$ cat config.mk
export PLATFORM = sky130hd
export DESIGN_NAME = ring_mac_frame_receiver
export DESIGN_NICKNAME = d
export VERILOG_FILES = /design/src/rmfr_pkg.sv /design/src/ring_mac_frame_receiver.sv
export VERILOG_INCLUDE_DIRS = /design/src /design/src/src
export SDC_FILE = /design/constraint.sdc
export NUM_CORES = 1
export LEC_CHECK = 0
export ABC_CLOCK_PERIOD_IN_PS = 11700
export BUFFER_PORTS_ARGS = -buffer_cell sky130_fd_sc_hd__buf_2
export CORE_MARGIN = 2
export CORE_UTILIZATION = 50
export CTS_CLUSTER_SIZE = 25
export DETAILED_ROUTE_END_ITERATION = 16
export PLACE_DENSITY_LB_ADDON = 0.1
export SYNTH_ARGS = -nofsm -noshare
export SYNTH_HDL_FRONTEND = slang
export SYNTH_SLANG_ARGS = --single-unit
$ cat constraint.sdc
create_clock -name aclk -period 11.7 [get_ports aclk]
set_input_delay 0 -clock aclk [delete_from_list [all_inputs] [get_ports aclk]]
set_output_delay 0 -clock aclk [all_outputs]
set_load 0.01 [all_outputs]
$ cat src/ring_mac_frame_receiver_assert.svh
// Assertion macros for the ring MAC frame receiver.
// No dependencies; included by modules that check their own logic.
`ifndef RING_MAC_FRAME_RECEIVER_ASSERT_SVH
`define RING_MAC_FRAME_RECEIVER_ASSERT_SVH

// Same-cycle implication, disabled during reset.
`define RMFR_ASSERT_NOW(lbl, clk, rstn, ant, cons) \
    lbl: assert property (@(posedge clk) disable iff (!(rstn)) (ant) |-> (cons)) \
        else $error("ring MAC receiver check failed");

// Next-cycle implication, disabled during reset.
`define RMFR_ASSERT_NEXT(lbl, clk, rstn, ant, cons) \
    lbl: assert property (@(posedge clk) disable iff (!(rstn)) (ant) |=> (cons)) \
        else $error("ring MAC receiver check failed");

`endif

$ cat src/rmfr_pkg.sv
// Types and constants of the ring MAC frame receiver.
// No dependencies; imported by ring_mac_frame_receiver.
package rmfr_pkg;

    localparam int BYTE_W = 8;
    localparam int ADDR_W = 5;
    localparam int SVC_W  = 3;
    localparam int IDX_W  = 9;
    localparam int SUM_W  = 6;
    localparam int CFG_IDX_W = 8;

    typedef enum logic [3:0] {
        V_PENDING  = 4'd0,
        V_TOKEN    = 4'd1,
        V_PASSED   = 4'd2,
        V_CHAT     = 4'd3,
        V_TIME     = 4'd4,
        V_OTHER    = 4'd5,
        V_BAD_SUM  = 4'd6,
        V_ACKED    = 4'd7,
        V_UNACKED  = 4'd8,
        V_UNREAD   = 4'd9,
        V_SHORT    = 4'd10
    } verdict_t;

    typedef enum logic [1:0] {
        K_TOKEN  = 2'd0,
        K_OWN    = 2'd1,
        K_PASSED = 2'd2,
        K_LOCAL  = 2'd3
    } kind_t;

    // register indexes on the config port
    localparam logic [CFG_IDX_W-1:0] CFG_MY_ADDRESS   = 8'd0;
    localparam logic [CFG_IDX_W-1:0] CFG_TOKEN_TAG    = 8'd1;
    localparam logic [CFG_IDX_W-1:0] CFG_CHAT_SERVICE = 8'd2;
    localparam logic [CFG_IDX_W-1:0] CFG_TIME_SERVICE = 8'd3;

    localparam logic [ADDR_W-1:0] MY_ADDRESS_RST   = 5'd0;
    localparam logic [BYTE_W-1:0] TOKEN_TAG_RST    = 8'hFF;
    localparam logic [SVC_W-1:0]  CHAT_SERVICE_RST = 3'd1;
    localparam logic [SVC_W-1:0]  TIME_SERVICE_RST = 3'd3;

    localparam logic [IDX_W-1:0]  HDR_BYTES = 9'd3;    // source, destination, length
    localparam logic [IDX_W-1:0]  IDX_MAX   = 9'd511;
    localparam logic [BYTE_W-1:0] ACK_INC   = 8'h03;
    localparam logic [BYTE_W-1:0] NACK_INC  = 8'h02;
    localparam logic [1:0]        ST_ACKED   = 2'd3;
    localparam logic [1:0]        ST_UNACKED = 2'd2;

endpackage

$ cat src/ring_mac_frame_receiver.sv
// Ring MAC frame receiver: routes frame bytes, checks and acknowledges status.
// Depends on rmfr_pkg and ring_mac_frame_receiver_assert.svh.
//
//  channel | direction | payload
//  s_      | in        | tdata: rx_byte; tlast: frame_last
//  m_      | out       | tdata: out_byte, src_address, src_service; tuser: flags, verdict
//  cfg_    | in        | cfg_index, cfg_data; cfg_ready always high
//
// One byte per cycle while the output is taken; each byte passes through the input
// register and then sits in the output register until taken.
// Frame state is a single set of registers updated as a byte moves to the
// output register. Reset is synchronous, active low; clears control and config.
// An output stall holds the input register; s_tready drops only when both hold.
`include "ring_mac_frame_receiver_assert.svh"

module ring_mac_frame_receiver
    import rmfr_pkg::*;
(
    input  logic                 aclk,
    input  logic                 aresetn,
    input  logic                 s_tvalid,
    output logic                 s_tready,
    input  logic [7:0]           s_tdata,   // [7:0] rx_byte
    input  logic                 s_tlast,
    output logic                 m_tvalid,
    input  logic                 m_tready,
    output logic [15:0]          m_tdata,   // [7:0] out_byte, [12:8] src_address, [15:13] src_service
    output logic [6:0]           m_tuser,   // [0] to_ring, [1] to_sender, [2] to_app, [6:3] verdict
    input  logic                 cfg_valid,
    output logic                 cfg_ready,
    input  logic [CFG_IDX_W-1:0] cfg_index,
    input  logic [7:0]           cfg_data
);

    // config
    logic [ADDR_W-1:0] my_address_reg;
    logic [BYTE_W-1:0] token_tag_reg;
    logic [SVC_W-1:0]  chat_service_reg;
    logic [SVC_W-1:0]  time_service_reg;

    // input stage
    logic              in_valid_reg, in_valid_next;
    logic [BYTE_W-1:0] in_byte_reg;
    logic              in_last_reg;

    // frame state
    logic [IDX_W-1:0]  idx_reg, idx_next;
    logic [SUM_W-1:0]  sum_reg, sum_next;
    logic [BYTE_W-1:0] plen_reg, plen_next;
    kind_t             kind_reg, kind_next;
    logic [ADDR_W-1:0] src_addr_reg, src_addr_next;
    logic [SVC_W-1:0]  src_svc_reg, src_svc_next;

    // output stage
    logic              out_valid_reg, out_valid_next;
    logic [BYTE_W-1:0] ob_reg, ob_next;
    logic              ring_reg, ring_next;
    logic              send_reg, send_next;
    logic              app_reg, app_next;
    verdict_t          verdict_reg, verdict_next;

    logic              out_adv, proc, s_acc;
    logic              idx_first;
    kind_t             kind_now;
    logic [BYTE_W-1:0] plen_now;
    logic [SUM_W-1:0]  sum_now;
    logic [IDX_W-1:0]  status_idx;
    logic              at_status, in_payload, decided;

    assign cfg_ready = 1'b1;
    assign out_adv   = !out_valid_reg || m_tready;
    assign proc      = in_valid_reg && out_adv;
    assign s_tready  = !in_valid_reg || out_adv;
    assign s_acc     = s_tvalid && s_tready;

    always_comb begin
        in_valid_next = in_valid_reg;
        if (s_acc) begin
            in_valid_next = 1'b1;
        end else if (proc) begin
            in_valid_next = 1'b0;
        end
        out_valid_next = out_valid_reg;
        if (proc) begin
            out_valid_next = 1'b1;
        end else if (m_tready) begin
            out_valid_next = 1'b0;
        end
    end

    // frame classification and state update for the byte in the input register
    always_comb begin
        idx_first     = (idx_reg == '0);
        src_addr_next = idx_first ? in_byte_reg[7:3] : src_addr_reg;
        src_svc_next  = idx_first ? in_byte_reg[2:0] : src_svc_reg;
        sum_now       = idx_first ? '0 : sum_reg;

        kind_now = kind_reg;
        if (idx_first) begin
            if (in_byte_reg == token_tag_reg) begin
                kind_now = K_TOKEN;
            end else if (in_byte_reg[7:3] == my_address_reg) begin
                kind_now = K_OWN;
            end else begin
                kind_now = K_PASSED;
            end
        end else if (idx_reg == 9'd1 && kind_reg == K_PASSED
                     && in_byte_reg[7:3] == my_address_reg) begin
            kind_now = K_LOCAL;
        end

        if (idx_first) begin
            plen_now = '0;
        end else if (idx_reg == 9'd2) begin
            plen_now = in_byte_reg;
        end else begin
            plen_now = plen_reg;
        end
        status_idx = {1'b0, plen_now} + HDR_BYTES;
        at_status  = (idx_reg == status_idx);
        in_payload = (idx_reg >= HDR_BYTES) && (idx_reg < status_idx);

        ob_next      = in_byte_reg;
        ring_next    = 1'b0;
        send_next    = 1'b0;
        app_next     = 1'b0;
        verdict_next = V_PENDING;
        decided      = 1'b0;
        unique case (kind_now)
            K_TOKEN: begin
                send_next = 1'b1;
                decided   = 1'b1;
                if (idx_first) begin
                    verdict_next = V_TOKEN;
                end
            end
            K_PASSED: begin
                ring_next = 1'b1;
                decided   = !idx_first;
                if (idx_reg == 9'd1) begin
                    verdict_next = V_PASSED;
                end
            end
            K_OWN: begin
                decided = (idx_reg >= status_idx);
                if (at_status) begin
                    case (in_byte_reg[1:0])
                        ST_ACKED:   verdict_next = V_ACKED;
                        ST_UNACKED: verdict_next = V_UNACKED;
                        default:    verdict_next = V_UNREAD;
                    endcase
                end
            end
            default: begin
                ring_next = 1'b1;
                app_next  = in_payload;
                decided   = (idx_reg >= status_idx);
                if (at_status) begin
                    if (sum_now == in_byte_reg[7:2]) begin
                        ob_next = in_byte_reg + ACK_INC;
                        if (src_svc_next == chat_service_reg) begin
                            verdict_next = V_CHAT;
                        end else if (src_svc_next == time_service_reg) begin
                            verdict_next = V_TIME;
                        end else begin
                            verdict_next = V_OTHER;
                        end
                    end else begin
                        ob_next      = in_byte_reg + NACK_INC;
                        verdict_next = V_BAD_SUM;
                    end
                end
            end
        endcase

        if (in_last_reg && !decided) begin
            verdict_next = V_SHORT;
        end

        // status byte itself is excluded from the sum
        sum_next = sum_now;
        if (idx_reg < HDR_BYTES || idx_reg < status_idx) begin
            sum_next = sum_now + in_byte_reg[SUM_W-1:0];
        end
        plen_next = plen_now;
        idx_next  = (idx_reg == IDX_MAX) ? idx_reg : idx_reg + 9'd1;
        kind_next = kind_now;
        if (in_last_reg) begin
            idx_next  = '0;
            sum_next  = '0;
            plen_next = '0;
            kind_next = K_TOKEN;
        end
    end

    always_ff @(posedge aclk) begin
        if (!aresetn) begin
            my_address_reg   <= MY_ADDRESS_RST;
            token_tag_reg    <= TOKEN_TAG_RST;
            chat_service_reg <= CHAT_SERVICE_RST;
            time_service_reg <= TIME_SERVICE_RST;
            in_valid_reg     <= 1'b0;
            out_valid_reg    <= 1'b0;
            idx_reg          <= '0;
            sum_reg          <= '0;
            plen_reg         <= '0;
            kind_reg         <= K_TOKEN;
            src_addr_reg     <= '0;
            src_svc_reg      <= '0;
        end else begin
            in_valid_reg  <= in_valid_next;
            out_valid_reg <= out_valid_next;
            if (cfg_valid) begin
                unique case (cfg_index)
                    CFG_MY_ADDRESS:   my_address_reg   <= cfg_data[ADDR_W-1:0];
                    CFG_TOKEN_TAG:    token_tag_reg    <= cfg_data;
                    CFG_CHAT_SERVICE: chat_service_reg <= cfg_data[SVC_W-1:0];
                    CFG_TIME_SERVICE: time_service_reg <= cfg_data[SVC_W-1:0];
                    default: ;
                endcase
            end
            if (proc) begin
                idx_reg      <= idx_next;
                sum_reg      <= sum_next;
                plen_reg     <= plen_next;
                kind_reg     <= kind_next;
                src_addr_reg <= src_addr_next;
                src_svc_reg  <= src_svc_next;
            end
        end
    end

    // payload registers
    logic [ADDR_W-1:0] out_addr_reg;
    logic [SVC_W-1:0]  out_svc_reg;

    always_ff @(posedge aclk) begin
        if (s_acc) begin
            in_byte_reg <= s_tdata;
            in_last_reg <= s_tlast;
        end
        if (proc) begin
            ob_reg       <= ob_next;
            ring_reg     <= ring_next;
            send_reg     <= send_next;
            app_reg      <= app_next;
            verdict_reg  <= verdict_next;
            out_addr_reg <= src_addr_next;
            out_svc_reg  <= src_svc_next;
        end
    end

    assign m_tvalid = out_valid_reg;
    assign m_tdata  = {out_svc_reg, out_addr_reg, ob_reg};
    assign m_tuser  = {verdict_reg, app_reg, send_reg, ring_reg};

    // a token byte never also goes to the ring or the application
    `RMFR_ASSERT_NOW(a_token_exclusive, aclk, aresetn,
        m_tvalid && m_tuser[1], !m_tuser[0] && !m_tuser[2])
    // payload delivered here is also forwarded on the ring
    `RMFR_ASSERT_NOW(a_app_on_ring, aclk, aresetn, m_tvalid && m_tuser[2], m_tuser[0])
    // only the status byte of a local frame is modified
    `RMFR_ASSERT_NOW(a_byte_unchanged, aclk, aresetn,
        proc && (ob_next != in_byte_reg), (kind_now == K_LOCAL) && at_status)
    // a last byte restarts the frame
    `RMFR_ASSERT_NEXT(a_frame_restart, aclk, aresetn,
        proc && in_last_reg, (idx_reg == '0) && (sum_reg == '0) && (plen_reg == '0))

endmodule

==> flow_metrics.py, run 1 <==
metrics = {
    "synth": {
        "synth_fp_nets": 546,
        "synthAdderAreaFrac_pct": 7.106,
        "synth_top_family_by_area": "simple AND/OR/NAND/NOR gates",
        "synth_xor_area_share_pct": 8.368,
        "synth-compound-area-share_pct": 11.51,
        "yosysUniqueCellTypes": 63,
        "synth_edf_count": 32,
        "ys_async_sr_fraction_pct": 0,
        "syn-cell-area_mm2": 0.004860,
        "postSynthAreaPerCell_um2": 9.938,
        "synthCells": 489,
        "yosys.area_share.simple_pct": 18.92,
        "synth_ff_type": "dfxtp_1",
        "yosys_register_bits": 86,
        "yosysWarnings": 0,
        "seq_area_frac_synth_pct": 42.02,
        "synthMuxAreaShare_pct": 7.467,
    },
    "timing": {
        "fin_crit_ns": 5.180,
        "setup_violations": 0,
        "post-route-period-util_pct": 44.27,
        "slew_headroom_pct": 32.42,
        "clock.fmax_ghz": 0.1931,
        "finalHoldViolCount": 0,
        "finClkSkew_ns": 0.01523,
        "slew_violations": 0,
        "rsz0062_at_grt": "false",
        "worstMarginPinSlew_ns": 1.014,
        "tns_ns": 0,
    },
    "worst_setup_path": {
        "r2r_cells": 15,
        "worstPathMaxFanout": 12,
        "cp_slowest_stage_delay_ns": 0.59,
        "crit_cells": 15,
        "r2r-start": "idx_reg[4]$_SDFFE_PN0P_",
        "critical_path_class": "reg -> reg",
        "r2r_end": "ob_reg[6]$_DFFE_PP_",
        "crit_path_start_kind": "flip-flop",
        "end_kind": "flip-flop",
        "required_ns": 11.83,
        "rrSetupSlack_ns": 6.52,
        "cp_top_family": "simple AND/OR/NAND/NOR gates",
        "crit_chain": "nor4_4 > nand3_1 > mux2i_1 > or2_2 > ha_1 > or4_1 > nor4_1 > nand2_1 > ha_1 > and4_1 > nand3_1 > nor3_2 > and3_1 > nand4_1 > xnor2_1",
        "slowest_stage": "nand3_1",
        "arrival_ns": 5.31,
        "crit_buf_inv": 0,
    },
    "finish": {
        "regArea_mm2": 0.002042,
        "area_growth_syn_to_layout_pct": 14.13,
        "final_cells": 682,
        "largest_register_ffs": 9,
        "multi_input_area_mm2": 0.002597,
        "n_antenna_cell": 0,
        "nNetsFinal": 605,
        "mostFrequentLayoutCell": "nand2_1",
        "layout_common_cells": "nand2_1 (60), dfxtp_1 (54), buf_2 (54)",
        "fill_cells": 811,
        "final_layout_size_suffix_gt1_share_pct": 16.82,
    },
    "worst_hold_path": {
        "worstHoldPathType": "in -> reg",
        "min_path_cells": 4,
        "worstHoldEndpoint": "my_address_reg[0]$_SDFFE_PN0P_",
        "holdCritStartpoint": "cfg_index[0]",
    },
    "power": {
        "pwr-share-seq_pct": 55.2,
        "clkPwrFrac_pct": 34.9,
        "combPwrFrac_pct": 10.0,
        "vdd_ir_drop_max_mv": 0.06006,
        "internal_power_w": 0.0004308,
        "power_leakage_nw": 2.339,
        "switchingPower_w": 0.0001683,
        "switching_share_pct": 28.10,
        "powerDensity_mw_per_mm2": 108.0,
    },
    "place": {
        "hpwl_um": 7530,
        "placed_cells": 647,
        "gp_congestion": 0.8360,
        "portBuffers": 54,
    },
    "die": {
        "die_area_mm2": 0.01052,
        "fp.dieH_um": 102.6,
        "io_pins": 56,
        "core-area_mm2": 0.009328,
        "rows": 35,
        "start_util_pct": 52.10,
        "die_w_um": 102.6,
    },
    "global_route": {
        "grt_usage_pct": 21.15,
        "grt_max_degree": 50,
        "grt_pass1_wl_um": 17240,
        "antenna_found_initial": 0,
        "grt_pass1_vias": 3439,
        "grt_overflow": 0,
    },
    "drt": {
        "wl_um": 10610,
        "routed-via-count": 3699,
        "wl_per_cell_um": 15.56,
        "detail-route-antenna-nets": 0,
        "drc": 0,
        "first_pass_iters": 5,
        "drtIter0Drc": 171,
        "viasPerCell": 5.424,
    },
    "clock_tree": {
        "clkSinkCount": 86,
        "cts-root-buf": "clkbuf_8",
        "cts.path.max_buffers": 2,
        "postCtsResizedCells": 0,
        "cts_tree": "yes",
        "clk_latency_ns": 0.37,
        "cts_buffers": 9,
        "clkSlewWorstSetupHoldPaths_ns": 0.10,
        "htree_levels": 3,
        "post-cts-setup-buffer-count": 0,
        "hold_buffers": 19,
    },
    "run": {
        "max_cap_violations": 0,
    },
    "outcome": {
        "status": "complete, no violations",
    },
}
[cell usage after synthesis, types with 6 or more instances]
cell type | number | area share (%)
a21o_1 | 8 | 1.2
a21boi_0 | 6 | 0.93
nor2b_1 | 23 | 3.0
nand2_1 | 60 | 4.6
ha_1 | 26 | 6.7
edfxtp_1 | 32 | 20
clkbuf_1 | 15 | 1.2
nor2_1 | 21 | 1.6
dfxtp_1 | 54 | 22
a22oi_1 | 9 | 1.4
mux2i_1 | 31 | 6.4
nor3_1 | 7 | 0.72
nand4_1 | 10 | 1.3
xnor2_1 | 25 | 4.5
nand3_1 | 9 | 0.93
o21ai_0 | 12 | 1.2
a21oi_1 | 17 | 1.8
xor2_1 | 14 | 2.5
inv_1 | 19 | 1.5
[per-layer routing]
| metal | vias to the layer above | routed length, µm | part of all wire, % | GRT usage (%) |
|---|---|---|---|---|
| met1 | 1748 | 4910 | 46 | 29.64 |
| met3 | 12 | 519 | 4.9 | 3.390 |
| met5 | - | 0 | 0 | 0 |
| met2 | 97 | 5045 | 48 | 33.99 |
| li1 | 1842 | - | - | - |
| met4 | 0 | 137 | 1.3 | 6.051 |
[worst max path at each step]
stage | startpoint | end | slack [ns]
final | idx_reg[4]$_SDFFE_PN0P_ | ob_reg[6]$_DFFE_PP_ | 6.52
after global routing | idx_reg[4]$_SDFFE_PN0P_ | ob_reg[6]$_DFFE_PP_ | 6.15
after CTS | idx_reg[4]$_SDFFE_PN0P_ | ob_reg[6]$_DFFE_PP_ | 6.52
after detailed placement | idx_reg[4]$_SDFFE_PN0P_ | ob_reg[6]$_DFFE_PP_ | 6.53
after global placement | idx_reg[4]$_SDFFE_PN0P_ | ob_reg[6]$_DFFE_PP_ | 6.71
after floorplan | idx_reg[4]$_SDFFE_PN0P_ | ob_reg[7]$_DFFE_PP_ | 7.38
[through the flow]
stage | instance area, µm² | util [%] | worst slack [ns] | hold slack (ns) | total power [W]
after floorplan | 4860 | - | 7.378 | 0.09887 | 0.0003735
final | 5547 | 59.46 | 6.520 | 0.08054 | 0.0005992
after global placement | 5157 | 55.29 | 6.714 | 0.1772 | 0.0003915
after CTS | 5547 | 59.46 | 6.517 | 0.07246 | 0.0006049
after detailed placement | 5157 | 55.29 | 6.526 | 0.1785 | 0.0003925
after global routing | 5547 | 59.46 | 6.150 | 0.09262 | 0.0006248
[power groups by stage]
stage / combinational [W] / clock [W] / sequential [W]
after floorplan: 0.0000404 / 0 / 0.000333
after global placement: 0.0000541 / 0 / 0.000337
after detailed placement: 0.0000550 / 0 / 0.000337
after CTS: 0.0000600 / 0.000214 / 0.000331
after global routing: 0.0000666 / 0.000226 / 0.000332
final: 0.0000597 / 0.000209 / 0.000330
[final cells by class]
| cell class | instances | share of cell area [%] |
|---|---|---|
| multi-input cells | 357 | 46.83 |
| flip-flops and latches | 86 | 36.81 |
| clock inverters | 7 | 1.353 |
| repair buffers | 75 | 8.572 |
| clock buffers | 9 | 2.233 |
| well taps | 129 | 2.910 |
| inverters | 19 | 1.286 |
[tightest hold or removal path: cells and delay by family]
family,cells,cell delay [ns]
buffers and inverters,1,0.11
and+or+nand+nor,2,0.14
muxes,1,0.15
[logic make-up after synthesis]
group / after synthesis
simple gates: 169
flops: 86
compound gates: 82
buf+inv: 46
xor+xnor: 43
mux: 35
fa+ha+maj: 27
other cells: 1
(Power assumes the default switching activity.)
==> inputs of run 2 (changes only) <==
ABC_CLOCK_PERIOD_IN_PS = 4580   (was 11700)
clock period = 4.58 ns   (was 11.7 ns; I/O delays follow)
==> run 2 against run 1 <==
- clock-buffer cell count grew 3
- cell count grew 1.8%
- non-clock buffer count grew 12
- maximum frequency grew 21%
- via count grew 2.5%
- total power grew to 2.6 times the previous value
- register-to-register slack lost 6.2 ns
- largest cell class unchanged
- highest routed layer unchanged
==> flow_metrics.py, run 2 (synthesized netlist as in run 1, its figures left out) <==
metrics = {
    "place": {
        "portBuffers": 54,
        "hpwl_um": 8210,
        "placed_cells": 659,
        "gp_congestion": 0.9247,
    },
    "finish": {
        "nNetsFinal": 617,
        "final_layout_size_suffix_gt1_share_pct": 19.12,
        "mostFrequentLayoutCell": "nand2_1",
        "fill_cells": 802,
        "area_growth_syn_to_layout_pct": 16.58,
        "n_antenna_cell": 0,
        "largest_register_ffs": 9,
        "final_cells": 694,
        "layout_common_cells": "nand2_1 (60), buf_2 (54), dfxtp_1 (53)",
    },
    "drt": {
        "first_pass_iters": 5,
        "viasPerCell": 5.464,
        "detail-route-antenna-nets": 0,
        "wl_um": 11460,
        "routed-via-count": 3792,
        "wl_per_cell_um": 16.51,
        "drtIter0Drc": 163,
        "drc": 0,
    },
    "worst_setup_path": {
        "end_kind": "flip-flop",
        "worstPathMaxFanout": 6,
        "r2r-start": "idx_reg[0]$_SDFFE_PN0P_",
        "cpMostUsedCell": "ha_1",
        "slowest_stage": "or4_1",
        "rrSetupSlack_ns": 0.29,
        "cp_slowest_stage_delay_ns": 0.60,
        "arrival_ns": 4.47,
        "crit_chain": "inv_1 > ha_1 > nor4b_2 > and2_1 > or2_2 > ha_1 > or4_1 > nor4_1 > nand2_1 > ha_1 > and4_1 > nand3_1 > or3_4 > nor3_1 > a31oi_1 > o21ai_0",
        "required_ns": 4.76,
        "r2r_cells": 16,
        "cp_top_family": "simple AND/OR/NAND/NOR gates",
        "crit_buf_inv": 1,
        "crit_path_start_kind": "flip-flop",
        "r2r_end": "ob_reg[1]$_DFFE_PP_",
        "critical_path_class": "reg -> reg",
    },
    "run": {
        "max_cap_violations": 0,
    },
    "timing": {
        "slew_headroom_pct": 44.60,
        "setup_violations": 0,
        "finalHoldViolCount": 0,
        "post-route-period-util_pct": 93.64,
        "worstMarginPinSlew_ns": 0.8310,
        "fin_crit_ns": 4.289,
        "clock.fmax_ghz": 0.2332,
        "tns_ns": 0,
        "rsz0062_at_grt": "false",
        "slew_violations": 0,
        "finClkSkew_ns": 0.01591,
    },
    "clock_tree": {
        "clkSinkCount": 86,
        "post-cts-setup-buffer-count": 0,
        "cts.path.max_buffers": 2,
        "cts_tree": "yes",
        "cts-root-buf": "clkbuf_8",
        "htree_levels": 3,
        "clk_latency_ns": 0.37,
        "clkSlewWorstSetupHoldPaths_ns": 0.09,
        "cts_buffers": 9,
    },
    "die": {
        "rows": 35,
        "die_area_mm2": 0.01052,
        "start_util_pct": 52.10,
        "core-area_mm2": 0.009328,
        "fp.dieH_um": 102.6,
        "die_w_um": 102.6,
        "io_pins": 56,
    },
    "worst_hold_path": {
        "worstHoldEndpoint": "my_address_reg[0]$_SDFFE_PN0P_",
        "holdCritStartpoint": "cfg_index[0]",
        "worstHoldPathType": "in -> reg",
        "min_path_cells": 4,
    },
    "power": {
        "powerDensity_mw_per_mm2": 279.8,
        "power.total_w": 0.001585,
        "power_leakage_nw": 2.400,
        "vdd_ir_drop_max_mv": 0.1393,
    },
    "global_route": {
        "grt_pass1_vias": 3790,
        "grt_usage_pct": 22.75,
        "grt_pass1_wl_um": 18360,
        "antenna_found_initial": 0,
        "grt_max_degree": 50,
        "grt_overflow": 0,
    },
    "outcome": {
        "status": "complete, no violations",
    },
}
run 2: cell types whose count changed in the layout (fill, tap and decap cells not counted), sizes merged:
cell,change
bufinv,+1
clkinvlp,+1
buf,+12
inv,-2
clkbuf,+3
clkinv,-3
run 2: report_power, final:
part,internal (W),leakage (nW),switching [W]
logic,0.0000734,1.56,0.0000973
registers,0.000818,0.741,0.0000178
clock network,0.000288,0.0984,0.000291
run 2: through the flow:
step	cell area, µm²	util (%)	worst slack, ns	hold WS (ns)
floorplan	4860	-	0.2582	0.09887
global placement	5248	56.26	0.4114	0.1784
detailed placement	5248	56.26	0.2544	0.1786
CTS	5648	60.55	0.2398	0.08218
global route	5665	60.74	0.009351	0.1105
finish	5665	60.74	0.2912	0.09602
run 2: per-layer routing:
layer | GRT usage, % | wire length, µm | vias to the layer above | part of all wire [%]
met5 | 0 | 0 | - | 0
met4 | 6.872 | 157 | 0 | 1.4
met3 | 4.136 | 490 | 19 | 4.3
met2 | 41.63 | 5790 | 93 | 51
met1 | 27.06 | 5017 | 1816 | 44
li1 | - | - | 1864 | -
run 2: cell type report:
| type | count | area (µm²) | share of cell area, % |
|---|---|---|---|
| multi-input cells | 357 | 2614 | 46.14 |
| flip-flops and latches | 86 | 2043 | 36.06 |
| repair buffers | 87 | 565.5 | 9.982 |
| well taps | 129 | 161.4 | 2.849 |
| clock buffers | 12 | 156.4 | 2.761 |
| inverters | 19 | 71.32 | 1.259 |
| clock inverters | 4 | 53.80 | 0.9496 |
run 2: worst max-delay path by stage:
stage / to / from / depth (start not counted) / slack (ns)
3_3_place_gp: verdict_reg[0]$_SDFFCE_PP0P_ / idx_reg[2]$_SDFFE_PN0P_ / 15 / 0.41
6_report: ob_reg[1]$_DFFE_PP_ / idx_reg[0]$_SDFFE_PN0P_ / 16 / 0.29
2_1_floorplan: ob_reg[7]$_DFFE_PP_ / idx_reg[4]$_SDFFE_PN0P_ / 16 / 0.26
4_1_cts: verdict_reg[0]$_SDFFCE_PP0P_ / idx_reg[1]$_SDFFE_PN0P_ / 16 / 0.24
5_1_grt: ob_reg[6]$_DFFE_PP_ / idx_reg[0]$_SDFFE_PN0P_ / 16 / 0.009
3_5_place_dp: sum_reg[5]$_SDFFE_PN0P_ / idx_reg[1]$_SDFFE_PN0P_ / 16 / 0.25
run 2: repair_timing:
| action | CTS | global route |
|---|---|---|
| hold buffers | 19 | 0 |
| endpoints found under the hold margin | 30 | 0 |
| resized for setup | 0 | 5 |
| setup endpoints to repair | 0 | 8 |
run 2: worst register-to-register path, stage by stage, from the launching register on:
cell and delay (ns):
dfxtp_1 0.39, inv_1 0.13, ha_1 0.22, nor4b_2 0.20, and2_1 0.22, or2_2 0.34
ha_1 0.23, or4_1 0.60, nor4_1 0.22, nand2_1 0.10, ha_1 0.29, and4_1 0.25
nand3_1 0.16, or3_4 0.43, nor3_1 0.16, a31oi_1 0.06, o21ai_0 0.13
==> inputs of run 3 (changes only) <==
CTS_BUF_LIST = sky130_fd_sc_hd__clkbuf_16   (was not set)
==> run 3 against run 2 <==
- clock skew is 0.0035 ns lower
- clock power is 33% higher
- first-iteration DRC count decreased by 3.1%
- non-clock buffer count decreased by 1
- cell count shrank 0.14%
- utilization grew 1.0 points
- sequential share of layout area is 0.60 points lower
==> flow_metrics.py, run 3 (synthesized netlist as in run 1, its figures left out) <==
metrics = {
    "global_route": {
        "grt_usage_pct": 22.98,
        "grt_pass1_wl_um": 18610,
        "grt_max_degree": 50,
        "grt_pass1_vias": 3839,
        "antenna_found_initial": 0,
        "grt_overflow": 0,
    },
    "timing": {
        "rsz0062_at_grt": "false",
        "finClkSkew_ns": 0.01243,
        "setup_violations": 0,
        "finalHoldViolCount": 0,
        "slew_violations": 0,
        "slew_headroom_pct": 43.77,
        "clock.fmax_ghz": 0.2323,
        "fin_hold_ws_ns": 0.01279,
        "fin_crit_ns": 4.304,
        "tns_ns": 0,
        "post-route-period-util_pct": 93.98,
        "worstMarginPinSlew_ns": 0.8435,
    },
    "die": {
        "die_area_mm2": 0.01052,
        "io_pins": 56,
        "core-area_mm2": 0.009328,
        "fp.dieH_um": 102.6,
        "die_w_um": 102.6,
        "start_util_pct": 52.10,
        "rows": 35,
    },
    "clock_tree": {
        "cts-root-buf": "clkbuf_16",
        "clkSlewWorstSetupHoldPaths_ns": 0.07,
        "clkSinkCount": 86,
        "clk_latency_ns": 0.35,
        "cts_tree": "yes",
        "cts_buffers": 9,
        "htree_levels": 3,
        "cts.path.max_buffers": 2,
        "post-cts-setup-buffer-count": 0,
    },
    "finish": {
        "layout_common_cells": "nand2_1 (60), buf_2 (54), dfxtp_1 (53)",
        "multi_input_area_mm2": 0.002619,
        "largest_register_ffs": 9,
        "n_antenna_cell": 0,
        "nNetsFinal": 616,
        "fill_cells": 795,
        "final_layout_size_suffix_gt1_share_pct": 19.33,
        "area_growth_syn_to_layout_pct": 18.56,
        "regArea_mm2": 0.002043,
        "mostFrequentLayoutCell": "nand2_1",
    },
    "drt": {
        "wl_per_cell_um": 16.65,
        "detail-route-antenna-nets": 0,
        "routed-via-count": 3848,
        "wl_um": 11540,
        "drc": 0,
        "viasPerCell": 5.553,
        "first_pass_iters": 5,
        "drtIter0Drc": 158,
    },
    "worst_setup_path": {
        "slowest_stage": "or4_1",
        "arrival_ns": 4.38,
        "crit_buf_inv": 2,
        "crit_path_start_kind": "flip-flop",
        "required_ns": 4.65,
        "cp_slowest_stage_delay_ns": 0.60,
        "end_kind": "flip-flop",
        "critical_path_class": "reg -> reg",
        "crit_chain": "inv_1 > ha_1 > nor4b_2 > and2_1 > or2_2 > ha_1 > or4_1 > nor4_1 > nand2_1 > ha_1 > and4_1 > inv_1 > o22ai_1 > nor2_1 > nor3b_1 > o21ai_1 > nand4_1",
        "worstPathMaxFanout": 6,
        "cpMostUsedCell": "ha_1",
        "cp_top_family": "simple AND/OR/NAND/NOR gates",
    },
    "worst_hold_path": {
        "worstHoldPathType": "in -> reg",
    },
    "power": {
        "internal_power_w": 0.001345,
        "pwr-share-seq_pct": 47.1,
        "vdd_ir_drop_max_mv": 0.1534,
        "switchingPower_w": 0.0004291,
        "combPwrFrac_pct": 9.6,
        "powerDensity_mw_per_mm2": 308.0,
        "power_leakage_nw": 2.450,
        "switching_share_pct": 24.18,
        "clkPwrFrac_pct": 43.3,
    },
    "place": {
        "portBuffers": 54,
        "gp_congestion": 0.9247,
        "hpwl_um": 8210,
    },
    "run": {
        "max_cap_violations": 0,
    },
    "outcome": {
        "status": "complete, no violations",
    },
}
-- run 3: cell count changes in the layout (fill, tap and decap cells not counted), sizes merged --
cell / before / now
clkbuf: 12 / 10
dlygate4sd3: 19 / 18
inv: 20 / 22
-- run 3: stage by stage --
stage / util (%) / worst slack [ns] / total power (W) / cells / instance area, µm²
6_report: 61.77 / 0.2756 / 0.001775 / 693 / 5762
5_1_grt: 61.77 / 0.02464 / 0.001834 / 693 / 5762
4_1_cts: 61.53 / 0.2372 / 0.001783 / 693 / 5739
3_5_place_dp: 56.26 / 0.2544 / 0.001011 / 659 / 5248
3_3_place_gp: 56.26 / 0.4114 / 0.001007 / 659 / 5248
2_1_floorplan: - / 0.2582 / 0.0009542 / 489 / 4860
-- run 3: power by group through the flow --
stage	Sequential [W]	Combinational (W)	Clock (W)
after global routing	0.000838	0.000188	0.000808
after detailed placement	0.000853	0.000158	0
final	0.000836	0.000171	0.000768
after global placement	0.000852	0.000155	0
after CTS	0.000836	0.000170	0.000776
after floorplan	0.000851	0.000103	0
-- run 3: area by class of cell --
class / count / share of cell area [%]
multi-input combinational: 357 / 45.45
sequential: 86 / 35.46
timing repair buffer: 86 / 9.642
clock buffer: 10 / 4.343
tap: 129 / 2.801
inverter: 19 / 1.238
clock inverter: 6 / 1.064
-- run 3: worst paths after layout --
check / start / end / slack, ns / depth (start not counted)
worst max-delay path: idx_reg[0]$_SDFFE_PN0P_ / verdict_reg[1]$_SDFFCE_PP1P_ / 0.28 / 17
worst min-delay path: m_tready / m_tvalid$_SDFFE_PN0P_ / 0.01 / 3
worst max register to register: idx_reg[0]$_SDFFE_PN0P_ / verdict_reg[1]$_SDFFCE_PP1P_ / 0.28 / 17
worst min register to register: src_addr_reg[2]$_SDFFE_PN0P_ / src_addr_reg[2]$_SDFFE_PN0P_ / 0.47 / 2
-- run 3: what timing repair did --
action,4_1_cts,5_1_grt
endpoints found under the hold margin,27,0
resized for setup,0,6
endpoints found under the setup margin,0,9
hold buffers,18,0
-- run 3: routing by layer --
layer,track usage [%],share of wire (%)
met1,27.61,43
met2,41.78,51
met3,3.254,4.2
met4,8.205,1.4
met5,0,0
-- run 3: worst min-delay path, stage by stage --
cell and delay, ns:
buf_2 0.08, nor2b_1 0.06, o21a_1 0.17
